`src/sv/pcnt_pkg.sv`:
```
// types, codes and constants shared by the people counter modules
`timescale 1ns / 1ps

package pcnt_pkg;

    // action codes of an input item
    localparam logic [2:0] ACT_ECHO_ONE = 3'd0;
    localparam logic [2:0] ACT_ECHO_TWO = 3'd1;
    localparam logic [2:0] ACT_COMMAND  = 3'd2;
    localparam logic [2:0] ACT_TICK     = 3'd3;
    localparam logic [2:0] ACT_EVALUATE = 3'd4;

    // command byte that arms or cancels a pass (ascii '1')
    localparam logic [7:0] CMD_ARM = 8'h31;

    // pass phase codes
    localparam logic [1:0] PH_IDLE     = 2'd0;
    localparam logic [1:0] PH_ENTERING = 2'd1;
    localparam logic [1:0] PH_LEAVING  = 2'd2;
    localparam logic [1:0] PH_ARMED    = 2'd3;

    // configuration register indexes
    localparam logic [1:0] CFG_DIST_THRESHOLD = 2'd0;
    localparam logic [1:0] CFG_TIMEOUT_LIMIT  = 2'd1;
    localparam logic [1:0] CFG_ALARM_LIMIT    = 2'd2;

    // reset values
    localparam logic [7:0]  RST_DIST_THRESHOLD = 8'd50;
    localparam logic [7:0]  RST_TIMEOUT_LIMIT  = 8'd100;
    localparam logic [15:0] RST_ALARM_LIMIT    = 16'd2;
    localparam logic [7:0]  RST_RANGE          = 8'd50;

    // distance = floor(diff * 17 / 1000), saturated at 255
    // diff at or above this gives at least 255
    localparam logic [15:0] DIST_SAT_DIFF = 16'd15059;
    // reciprocal of 1000 scaled by 2^28, exact for products below 2^28 / 544
    localparam logic [18:0] RECIP_M       = 19'd268436;
    localparam int          RECIP_SHIFT   = 28;
    localparam logic [7:0]  DIST_MAX      = 8'd255;

    localparam logic [7:0]  TICK_MAX      = 8'd255;
    localparam logic [15:0] PEOPLE_MAX    = 16'hffff;

    typedef struct packed {
        logic [2:0]  action;
        logic [15:0] capture_value;
        logic [7:0]  command_byte;
    } item_t;

    typedef struct packed {
        logic [15:0] person_count;
        logic [1:0]  phase;
        logic        crowd_alarm;
        logic [7:0]  distance_one;
        logic [7:0]  distance_two;
    } result_t;

    typedef struct packed {
        logic [7:0]  distance_threshold;
        logic [7:0]  timeout_limit;
        logic [15:0] alarm_limit;
    } cfg_t;

endpackage

```
`src/sv/pcnt_dist.sv`:
```
// echo time difference to distance conversion
`timescale 1ns / 1ps

module pcnt_dist (
    input  logic [15:0] start_value,
    input  logic [15:0] end_value,
    output logic [7:0]  distance
);

    logic [15:0] diff;
    logic [20:0] scaled;
    logic [36:0] prod;

    always_comb
    begin
        if (end_value > start_value)
        begin
            diff = end_value - start_value;
        end
        else if (start_value > end_value)
        begin
            // timer wrapped between the edges
            diff = (16'hffff - start_value) + end_value;
        end
        else
        begin
            diff = 16'd0;
        end
    end

    // diff * 17 as shift and add
    assign scaled = {5'd0, diff} + {1'b0, diff, 4'd0};

    // below saturation scaled fits 18 bits
    assign prod = 37'(scaled[17:0]) * 37'(pcnt_pkg::RECIP_M);

    assign distance = (diff >= pcnt_pkg::DIST_SAT_DIFF) ? pcnt_pkg::DIST_MAX
                    : prod[pcnt_pkg::RECIP_SHIFT +: 8];

endmodule

```
`src/sv/pcnt_core.sv`:
```
// counter state and per-item update logic
`timescale 1ns / 1ps

module pcnt_core (
    input  logic               clk,
    input  logic               rst_n,
    input  logic               step,
    input  pcnt_pkg::item_t    item,
    input  pcnt_pkg::cfg_t     cfg,
    output pcnt_pkg::result_t  result
);

    logic [1:0]  phase_reg, phase_next;
    logic [15:0] people_reg, people_next;
    logic [7:0]  ticks_reg, ticks_next;
    logic        pend_one_reg, pend_one_next;
    logic [15:0] start_one_reg, start_one_next;
    logic        pend_two_reg, pend_two_next;
    logic [15:0] start_two_reg, start_two_next;
    logic [7:0]  range_one_reg, range_one_next;
    logic [7:0]  range_two_reg, range_two_next;

    logic [15:0] dist_start;
    logic [7:0]  dist_value;
    logic        det_one;
    logic        det_two;

    // one converter shared by both channels
    assign dist_start = (item.action == pcnt_pkg::ACT_ECHO_TWO) ? start_two_reg
                                                                : start_one_reg;

    pcnt_dist u_dist (
        .start_value (dist_start),
        .end_value   (item.capture_value),
        .distance    (dist_value)
    );

    assign det_one = range_one_reg < cfg.distance_threshold;
    assign det_two = range_two_reg < cfg.distance_threshold;

    always_comb
    begin
        phase_next     = phase_reg;
        people_next    = people_reg;
        ticks_next     = ticks_reg;
        pend_one_next  = pend_one_reg;
        start_one_next = start_one_reg;
        pend_two_next  = pend_two_reg;
        start_two_next = start_two_reg;
        range_one_next = range_one_reg;
        range_two_next = range_two_reg;

        unique case (item.action)
            pcnt_pkg::ACT_ECHO_ONE:
            begin
                if (!pend_one_reg)
                begin
                    start_one_next = item.capture_value;
                    pend_one_next  = 1'b1;
                end
                else
                begin
                    range_one_next = dist_value;
                    pend_one_next  = 1'b0;
                end
            end
            pcnt_pkg::ACT_ECHO_TWO:
            begin
                if (!pend_two_reg)
                begin
                    start_two_next = item.capture_value;
                    pend_two_next  = 1'b1;
                end
                else
                begin
                    range_two_next = dist_value;
                    pend_two_next  = 1'b0;
                end
            end
            pcnt_pkg::ACT_COMMAND:
            begin
                if (item.command_byte == pcnt_pkg::CMD_ARM)
                begin
                    ticks_next = 8'd0;
                    if (phase_reg == pcnt_pkg::PH_IDLE || phase_reg == pcnt_pkg::PH_ARMED)
                    begin
                        phase_next = pcnt_pkg::PH_ARMED;
                    end
                    else
                    begin
                        phase_next = pcnt_pkg::PH_IDLE;
                    end
                end
            end
            pcnt_pkg::ACT_TICK:
            begin
                if (ticks_reg != pcnt_pkg::TICK_MAX)
                begin
                    ticks_next = ticks_reg + 8'd1;
                end
            end
            pcnt_pkg::ACT_EVALUATE:
            begin
                // sensor one wins when both detect
                priority if (det_one)
                begin
                    ticks_next = 8'd0;
                    if (phase_reg == pcnt_pkg::PH_ARMED)
                    begin
                        phase_next = pcnt_pkg::PH_ENTERING;
                    end
                    else if (phase_reg == pcnt_pkg::PH_LEAVING)
                    begin
                        if (people_reg != 16'd0)
                        begin
                            people_next = people_reg - 16'd1;
                        end
                        phase_next = pcnt_pkg::PH_IDLE;
                    end
                end
                else if (det_two)
                begin
                    ticks_next = 8'd0;
                    if (phase_reg == pcnt_pkg::PH_IDLE)
                    begin
                        phase_next = pcnt_pkg::PH_LEAVING;
                    end
                    else if (phase_reg == pcnt_pkg::PH_ENTERING)
                    begin
                        if (people_reg != pcnt_pkg::PEOPLE_MAX)
                        begin
                            people_next = people_reg + 16'd1;
                        end
                        phase_next = pcnt_pkg::PH_IDLE;
                    end
                    else if (phase_reg == pcnt_pkg::PH_ARMED)
                    begin
                        phase_next = pcnt_pkg::PH_IDLE;
                    end
                end
                else if (ticks_reg > cfg.timeout_limit)
                begin
                    ticks_next = 8'd0;
                    phase_next = pcnt_pkg::PH_IDLE;
                end
            end
            default:
            begin
                // unused action codes leave the state alone
            end
        endcase
    end

    always_ff @(posedge clk or negedge rst_n)
    begin
        if (!rst_n)
        begin
            phase_reg     <= pcnt_pkg::PH_IDLE;
            people_reg    <= 16'd0;
            ticks_reg     <= 8'd0;
            pend_one_reg  <= 1'b0;
            start_one_reg <= 16'd0;
            pend_two_reg  <= 1'b0;
            start_two_reg <= 16'd0;
            range_one_reg <= pcnt_pkg::RST_RANGE;
            range_two_reg <= pcnt_pkg::RST_RANGE;
        end
        else if (step)
        begin
            phase_reg     <= phase_next;
            people_reg    <= people_next;
            ticks_reg     <= ticks_next;
            pend_one_reg  <= pend_one_next;
            start_one_reg <= start_one_next;
            pend_two_reg  <= pend_two_next;
            start_two_reg <= start_two_next;
            range_one_reg <= range_one_next;
            range_two_reg <= range_two_next;
        end
    end

    // result shows the state after the item
    always_comb
    begin
        result.person_count = people_next;
        result.phase        = phase_next;
        result.crowd_alarm  = people_next > cfg.alarm_limit;
        result.distance_one = range_one_next;
        result.distance_two = range_two_next;
    end

endmodule

```
`src/sv/two_sensor_directional_people_counter_unit.sv`:
```
// out_valid rises once an accepted item has passed the input register and then the result register
// throughput: one item per cycle, sustained while out_ready stays high
// a stalled output holds its item; the input register still frees when the result slot moves
// reset (rst_n low, async): count 0, phase idle, ranges 50, registers at 50/100/2
// config writes are always taken (cfg_ready high); index 3 is ignored
`timescale 1ns / 1ps

module two_sensor_directional_people_counter_unit (
    input  logic               clk,
    input  logic               rst_n,
    // item input channel
    input  logic               in_valid,
    output logic               in_ready,
    input  pcnt_pkg::item_t    in_item,
    // result output channel
    output logic               out_valid,
    input  logic               out_ready,
    output pcnt_pkg::result_t  out_item,
    // configuration write channel
    input  logic               cfg_valid,
    output logic               cfg_ready,
    input  logic [1:0]         cfg_index,
    input  logic [15:0]        cfg_data
);

    // input stage
    logic              in_vld_reg;
    pcnt_pkg::item_t   in_item_reg;

    // result stage
    logic              out_vld_reg;
    pcnt_pkg::result_t out_item_reg;

    // configuration registers
    pcnt_pkg::cfg_t    cfg_reg;

    pcnt_pkg::result_t result;
    logic              step;
    logic              in_take;

    // the item in the input register moves on when the result slot is free or draining
    assign step     = in_vld_reg && (!out_vld_reg || out_ready);
    assign in_ready = !in_vld_reg || step;
    assign in_take  = in_valid && in_ready;

    assign cfg_ready = 1'b1;

    // state update and result for the item in the input register
    pcnt_core u_core (
        .clk    (clk),
        .rst_n  (rst_n),
        .step   (step),
        .item   (in_item_reg),
        .cfg    (cfg_reg),
        .result (result)
    );

    // handshake control
    always_ff @(posedge clk or negedge rst_n)
    begin
        if (!rst_n)
        begin
            in_vld_reg  <= 1'b0;
            out_vld_reg <= 1'b0;
        end
        else
        begin
            if (in_take)
            begin
                in_vld_reg <= 1'b1;
            end
            else if (step)
            begin
                in_vld_reg <= 1'b0;
            end

            if (step)
            begin
                out_vld_reg <= 1'b1;
            end
            else if (out_ready)
            begin
                out_vld_reg <= 1'b0;
            end
        end
    end

    // payload registers, no reset needed
    always_ff @(posedge clk)
    begin
        if (in_take)
        begin
            in_item_reg <= in_item;
        end
        if (step)
        begin
            out_item_reg <= result;
        end
    end

    // configuration writes
    always_ff @(posedge clk or negedge rst_n)
    begin
        if (!rst_n)
        begin
            cfg_reg.distance_threshold <= pcnt_pkg::RST_DIST_THRESHOLD;
            cfg_reg.timeout_limit      <= pcnt_pkg::RST_TIMEOUT_LIMIT;
            cfg_reg.alarm_limit        <= pcnt_pkg::RST_ALARM_LIMIT;
        end
        else if (cfg_valid && cfg_ready)
        begin
            unique case (cfg_index)
                pcnt_pkg::CFG_DIST_THRESHOLD: cfg_reg.distance_threshold <= cfg_data[7:0];
                pcnt_pkg::CFG_TIMEOUT_LIMIT:  cfg_reg.timeout_limit      <= cfg_data[7:0];
                pcnt_pkg::CFG_ALARM_LIMIT:    cfg_reg.alarm_limit        <= cfg_data;
                default:
                begin
                    // no register at this index
                end
            endcase
        end
    end

    assign out_valid = out_vld_reg;
    assign out_item  = out_item_reg;

endmodule

```
`config.mk`:
```
export PLATFORM = sky130hd
export DESIGN_NAME = two_sensor_directional_people_counter_unit
export DESIGN_NICKNAME = d
export VERILOG_FILES = /design/src/sv/pcnt_pkg.sv /design/src/sv/pcnt_dist.sv /design/src/sv/pcnt_core.sv /design/src/sv/two_sensor_directional_people_counter_unit.sv
export SDC_FILE = /design/constraint.sdc
export NUM_CORES = 1
export LEC_CHECK = 0
export BUFFER_PORTS_ARGS = -buffer_cell sky130_fd_sc_hd__buf_2
export CAP_MARGIN = 25
export CORE_ASPECT_RATIO = 1.4
export CORE_MARGIN = 3
export CORE_UTILIZATION = 50
export CTS_CLUSTER_DIAMETER = 200
export DETAILED_ROUTE_END_ITERATION = 16
export PLACE_DENSITY = 0.68
export RECOVER_POWER = 50
export SLEW_MARGIN = 10
export SYNTH_ARGS = -nofsm -noshare
export SYNTH_HDL_FRONTEND = slang
export SYNTH_SLANG_ARGS = --single-unit
```
`constraint.sdc`:
```
create_clock -name clk -period 31.5 [get_ports clk]
set_clock_uncertainty 0.15 [all_clocks]
set_input_delay 1.575 -clock clk [delete_from_list [all_inputs] [get_ports clk]]
set_output_delay 1.575 -clock clk [all_outputs]
set_load 0.005 [all_outputs]
```
### Yosys cells after proc, flatten, opt, wreduce, memory -nomap -nowiden

Cells that the tools add are included.

| word-level totals | value |
|---|---|
| register bits after elaboration | 172 |
| latch bits | 0 |
| memory bits (writable) | 0 |
| ROM bits | 0 |
| input port bits | 50 |
| memories kept | 0 |

| operators by class | value |
|---|---|
| $add $sub $neg | 7 |
| multiply operators | 1 |
| divide/modulo/power cells | 0 |
| $lt $le $gt $ge | 7 |
| equality and inequality tests | 15 |
| shifts and indexed selects | 0 |
| multiplexer cells | 40 |
| bitwise logic cells | 2 |
| reduce and logical (&&, ||, !) cells | 22 |

Operator list:

| cell | count |
|---|---|
| 2-to-1 mux 16 bit | 12 |
| 2-to-1 mux 8 bit | 10 |
| greater-than comparator 16 bit | 3 |
| multiplier 18 x 17 -> 34 bit (second input constant) | 1 |
| case mux 8 bit (3 select lines) | 1 |
| 2-to-1 mux 2 bit | 10 |
| adder 16 x 18 -> 18 bit | 1 |
| adder 16 x 1 -> 16 bit (second input constant) | 1 |
| adder 16 bit | 1 |
| >= comparator 16 x 14 -> 1 bit (second input constant) | 1 |
| < comparator 8 bit | 2 |
| != test 16 bit (second input constant) | 1 |
| nonzero test 16 bit | 1 |
| subtractor 16 x 1 -> 16 bit (second input constant) | 1 |
| subtractor 16 bit | 1 |
| subtractor 16 bit (first input constant) | 1 |
| AND reduction 2 bit | 5 |
| adder 8 x 1 -> 8 bit (second input constant) | 1 |
| == test 8 x 6 -> 1 bit (second input constant) | 1 |
| greater-than comparator 8 bit | 1 |
| != test 8 bit (second input constant) | 1 |
| == test 2 bit (second input constant) | 3 |
| == test 3 x 2 -> 1 bit (second input constant) | 2 |
| 2-to-1 mux 1 bit | 6 |
| other kinds (16) | 26 |

### Longest topological paths before layout

| depth | value |
|---|---|
| word-level depth | 11 |
| depth in mapped cells | 45 |
| mapped depth without buffers | 41 |

### Cells and area by module

Synthesis repeated with hierarchy kept, for this count alone.

| unflattened totals | value |
|---|---|
| cells, all modules | 1431 |
| area, all modules | 14601.5 um2 |

By module, submodules not included:

| module | instances | cells each | area each (um2) | seq. area each (um2) |
|---|---|---|---|---|
| pcnt_dist | 1 | 706 | 5831.8 | 0.0 |
| pcnt_core | 1 | 585 | 5576.6 | 1909.3 |
| two_sensor_directional_people_counter_unit | 1 | 140 | 3193.1 | 2721.4 |

### Worst setup path before layout

Ideal clock, no wire load.

| timing | value |
|---|---|
| kind | reg-to-reg |
| start point | register in_item_reg[24] (netlist bit) |
| end point | register out_item_reg, in the netlist out_item[15], data pin |
| library setup time | 280 ps |
| data arrival time | 9830 ps |
| data required time | 31070 ps |
| slack | 21241 ps |
| stages on the path, launching flop included | 44 |
| path buffers | 5 |
| clock period less this slack | 10259 ps |
| cells stage by stage | edfxtp_1 -> clkbuf_1 -> nor3b_1 -> buf_1 -> clkbuf_1 -> mux2i_1 -> ha_1 -> buf_6 -> a21o_1 -> o21bai_2 -> o2111ai_1 -> buf_4 -> a21boi_0 -> o32a_1 -> ha_1 -> fa_1 -> a21o_1 -> a21oi_1 -> (+8 left out) -> fa_1 -> inv_1 -> fa_1 -> fa_1 -> inv_1 -> fa_1 -> inv_1 -> ha_1 -> nand2_1 -> nor3_1 -> o211ai_1 -> o211a_1 -> o2111ai_1 -> nand2_1 -> o221ai_1 -> nand2b_4 -> xnor2_2 -> a31oi_1 |

RTL lines:

| what | line | text |
|---|---|---|
| start: declaration | two_sensor_directional_people_counter_unit.sv:28 | `pcnt_pkg::item_t in_item_reg;` |
| start signal: assignment | two_sensor_directional_people_counter_unit.sv:93 | `in_item_reg <= in_item;` |
| end signal: assignment | two_sensor_directional_people_counter_unit.sv:97 | `out_item_reg <= result;` |
| end: declaration | two_sensor_directional_people_counter_unit.sv:32 | `pcnt_pkg::result_t out_item_reg;` |

==> impl_metrics.json <==
{
  "status": "finished with violations",
  "violations": "capacitance limit, slew limit",
  "hold_path_class": "flop to flop",
  "worstReg2RegStart": "in_item_reg[25]$_DFFE_PP_",
  "regToRegSetupSlack_ns": 20.13,
  "yosysWarnings": 0,
  "ys_seq_elements": 172,
  "timing.final.crit_share": 0.361,
  "ys_seq_area_frac": 0.312,
  "path_depth": 40,
  "start_kind": "flop",
  "synthMostInstantiatedCell": "ha_1",
  "r2r-end": "out_item[15]$_DFFE_PP_",
  "drive_gt1_frac": 0.145,
  "synth_nets": 1812,
  "setup-tns-final_ns": 0,
  "initial_core_util": 0.508,
  "cap_violations": 3,
  "cts_max_path_buffers": 2,
  "htreeDepth": 4,
  "io_buffers": 86,
  "cts_sinks": 172,
  "reg2regPathDepth": 40,
  "drt_iter0_drc": 595,
  "synth_area_um2": 14900,
  "post-cts-setup-buffers": 0,
  "routed_wl_mm": 35.2,
  "worstHoldStart": "u_core.start_one_reg[1]$_DFFE_PN0P_",
  "syn_avg_cell_area_um2": 9.96,
  "tightest_slew_ns": 3.44,
  "placementRows": 74,
  "synth_top_flop_cell": "dfrtp_1",
  "synth_edf_count": 62,
  "gr-usage-all-layers": 0.228,
  "die_x_um": 152,
  "synth_top_cells_by_area": "ha_1, dfrtp_1, edfxtp_1",
  "root_buffer": "clkbuf_16",
  "drt-pass1-iter-count": 7,
  "place_area_um2": 15600,
  "cp_num_buf_inv": 6,
  "cts_hold_buf": 0,
  "relSlewSlack": -1.30,
  "vias": 11282,
  "cp-end-kind": "flop",
  "wl_per_cell_um": 18.1,
  "tritoncts": "built",
  "largest_reg_flops": 35,
  "clkTransAtPathRegs_ns": 0.07,
  "nNetsFinal": 1873,
  "netlist_top_cells_count": "ha_1, inv_1, dfrtp_1",
  "grt_pass1_wl_mm": 57.4,
  "design_area_um2": 16100,
  "max_stage_delay_ns": 0.55,
  "path_delay_family": "adder cells",
  "multiInputGateArea_um2": 9320,
  "synth_top_area_share": 0.185,
  "crit_arrival_ns": 11.40,
  "grt_pass1_vias": 11594,
  "top_level_ports": 88,
  "final.min_clock_period_ns": 11.37,
  "die_area_um2": 31900,
  "cts_resized": 0,
  "place_congestion": 0.920,
  "rsz0062_at_grt": "false",
  "die_h_um": 210,
  "grt_overflow": 0,
  "ys_types": 97,
  "synthCells": 1493,
  "routed_via_density": 5.79,
  "grt_max_degree": 64,
  "syn2layout_area_growth_pct": 8.07,
  "clk_latency_ns": 0.45,
  "ant_nets": 0,
  "cpMostUsedCell": "fa_1",
  "coreArea_um2": 29300,
  "route.detailed.drc": 0,
  "regArea_um2": 4630,
  "synth_top_area_cell": "ha_1",
  "timing_worst_setup_path_type": "flop to flop",
  "finalSetupViolations": 0,
  "crit_slowest_cell": "fa_1",
  "numCtsBuffers": 17,
  "cp_max_fo": 18,
  "timing.fmax_mhz": 88.0,
  "dp_hpwl_mm": 28.1,
  "drv_slew": 141,
  "antenna_found_initial": 1,
  "nFillCells": 2686,
  "critPathRequiredTime_ns": 31.53,
  "min_to": "u_core.start_one_reg[1]$_DFFE_PN0P_",
  "hold_viol": 0,
  "synthArstFlopShare": 0.640,
  "hold-path-cell-count": 2
}
-- worst max path at each step --
stage	endpoint	from
final	out_item[15]$_DFFE_PP_	in_item_reg[25]$_DFFE_PP_
after global routing	out_item[15]$_DFFE_PP_	in_item_reg[24]$_DFFE_PP_
after CTS	out_item[15]$_DFFE_PP_	in_item_reg[25]$_DFFE_PP_
after detailed placement	out_item[15]$_DFFE_PP_	in_item_reg[25]$_DFFE_PP_
after global placement	out_item[15]$_DFFE_PP_	in_item_reg[25]$_DFFE_PP_
after floorplan	out_item[15]$_DFFE_PP_	in_item_reg[24]$_DFFE_PP_
-- cell type report --
type / instances / area share
inverter: 165 / 0.0386
timing repair buffer: 97 / 0.0289
multi-input combinational: 1101 / 0.580
antenna: 1 / 0.000156
clock buffer: 21 / 0.0274
clock inverter: 11 / 0.00678
tap: 380 / 0.0296
sequential: 172 / 0.288
-- cell families (layout without fill, tap and decap cells) --
kind of cell	Yosys count	in the layout	synth area share
xor+xnor	53	53	0.0327
flops	172	172	0.312
compound gates	334	334	0.155
fa+ha+maj	269	269	0.251
simple gates	367	367	0.131
other cells	1	2	0.000252
buf+inv	220	294	0.0616
mux	77	77	0.0567
-- per-stage QoR --
stage                     utilization  hold slack [ns]  setup WS [ns]  instances
after CTS                       0.551            0.336          20.11       1946
after global placement          0.532            0.313          20.38       1914
after detailed placement        0.532            0.323          20.19       1914
after floorplan                     -            0.294          21.24       1493
final                           0.549            0.330          20.13       1948
after global routing            0.549            0.348          19.35       1948
-- metal layers --
| metal | up-vias | wire, um | global-route usage |
|---|---|---|---|
| li1 | 5468 | - | - |
| met5 | - | 0 | 0 |
| met2 | 290 | 19000 | 0.431 |
| met3 | 80 | 1310 | 0.0288 |
| met1 | 5444 | 13300 | 0.248 |
| met4 | 0 | 1620 | 0.104 |
-- placed cells by master (no fill, tap or decap), types with 43 or more instances in the layout --
master and count:
nor2_1 72, nand3_1 43, mux2_2 57, nand2_1 93
ha_1 220, edfxtp_1 62, buf_2 56, dfrtp_1 97
inv_1 164, a21oi_1 66, fa_1 49, o21ai_0 63
-- worst reg2reg max path: cells and delay by family, from the launching register on --
family	cells	cell delay, ns
adders and majority gates	10	3.99
AOI/OAI and AO/OA	13	3.24
and+or+nand+nor	8	1.67
buffers and inverters	6	0.70
DFF	1	0.49
xor gates and xnor gates	2	0.46
muxes	1	0.41
Power is not shown: default switching activity piles up to over one toggle a cycle in this logic, so the estimate is an artifact.
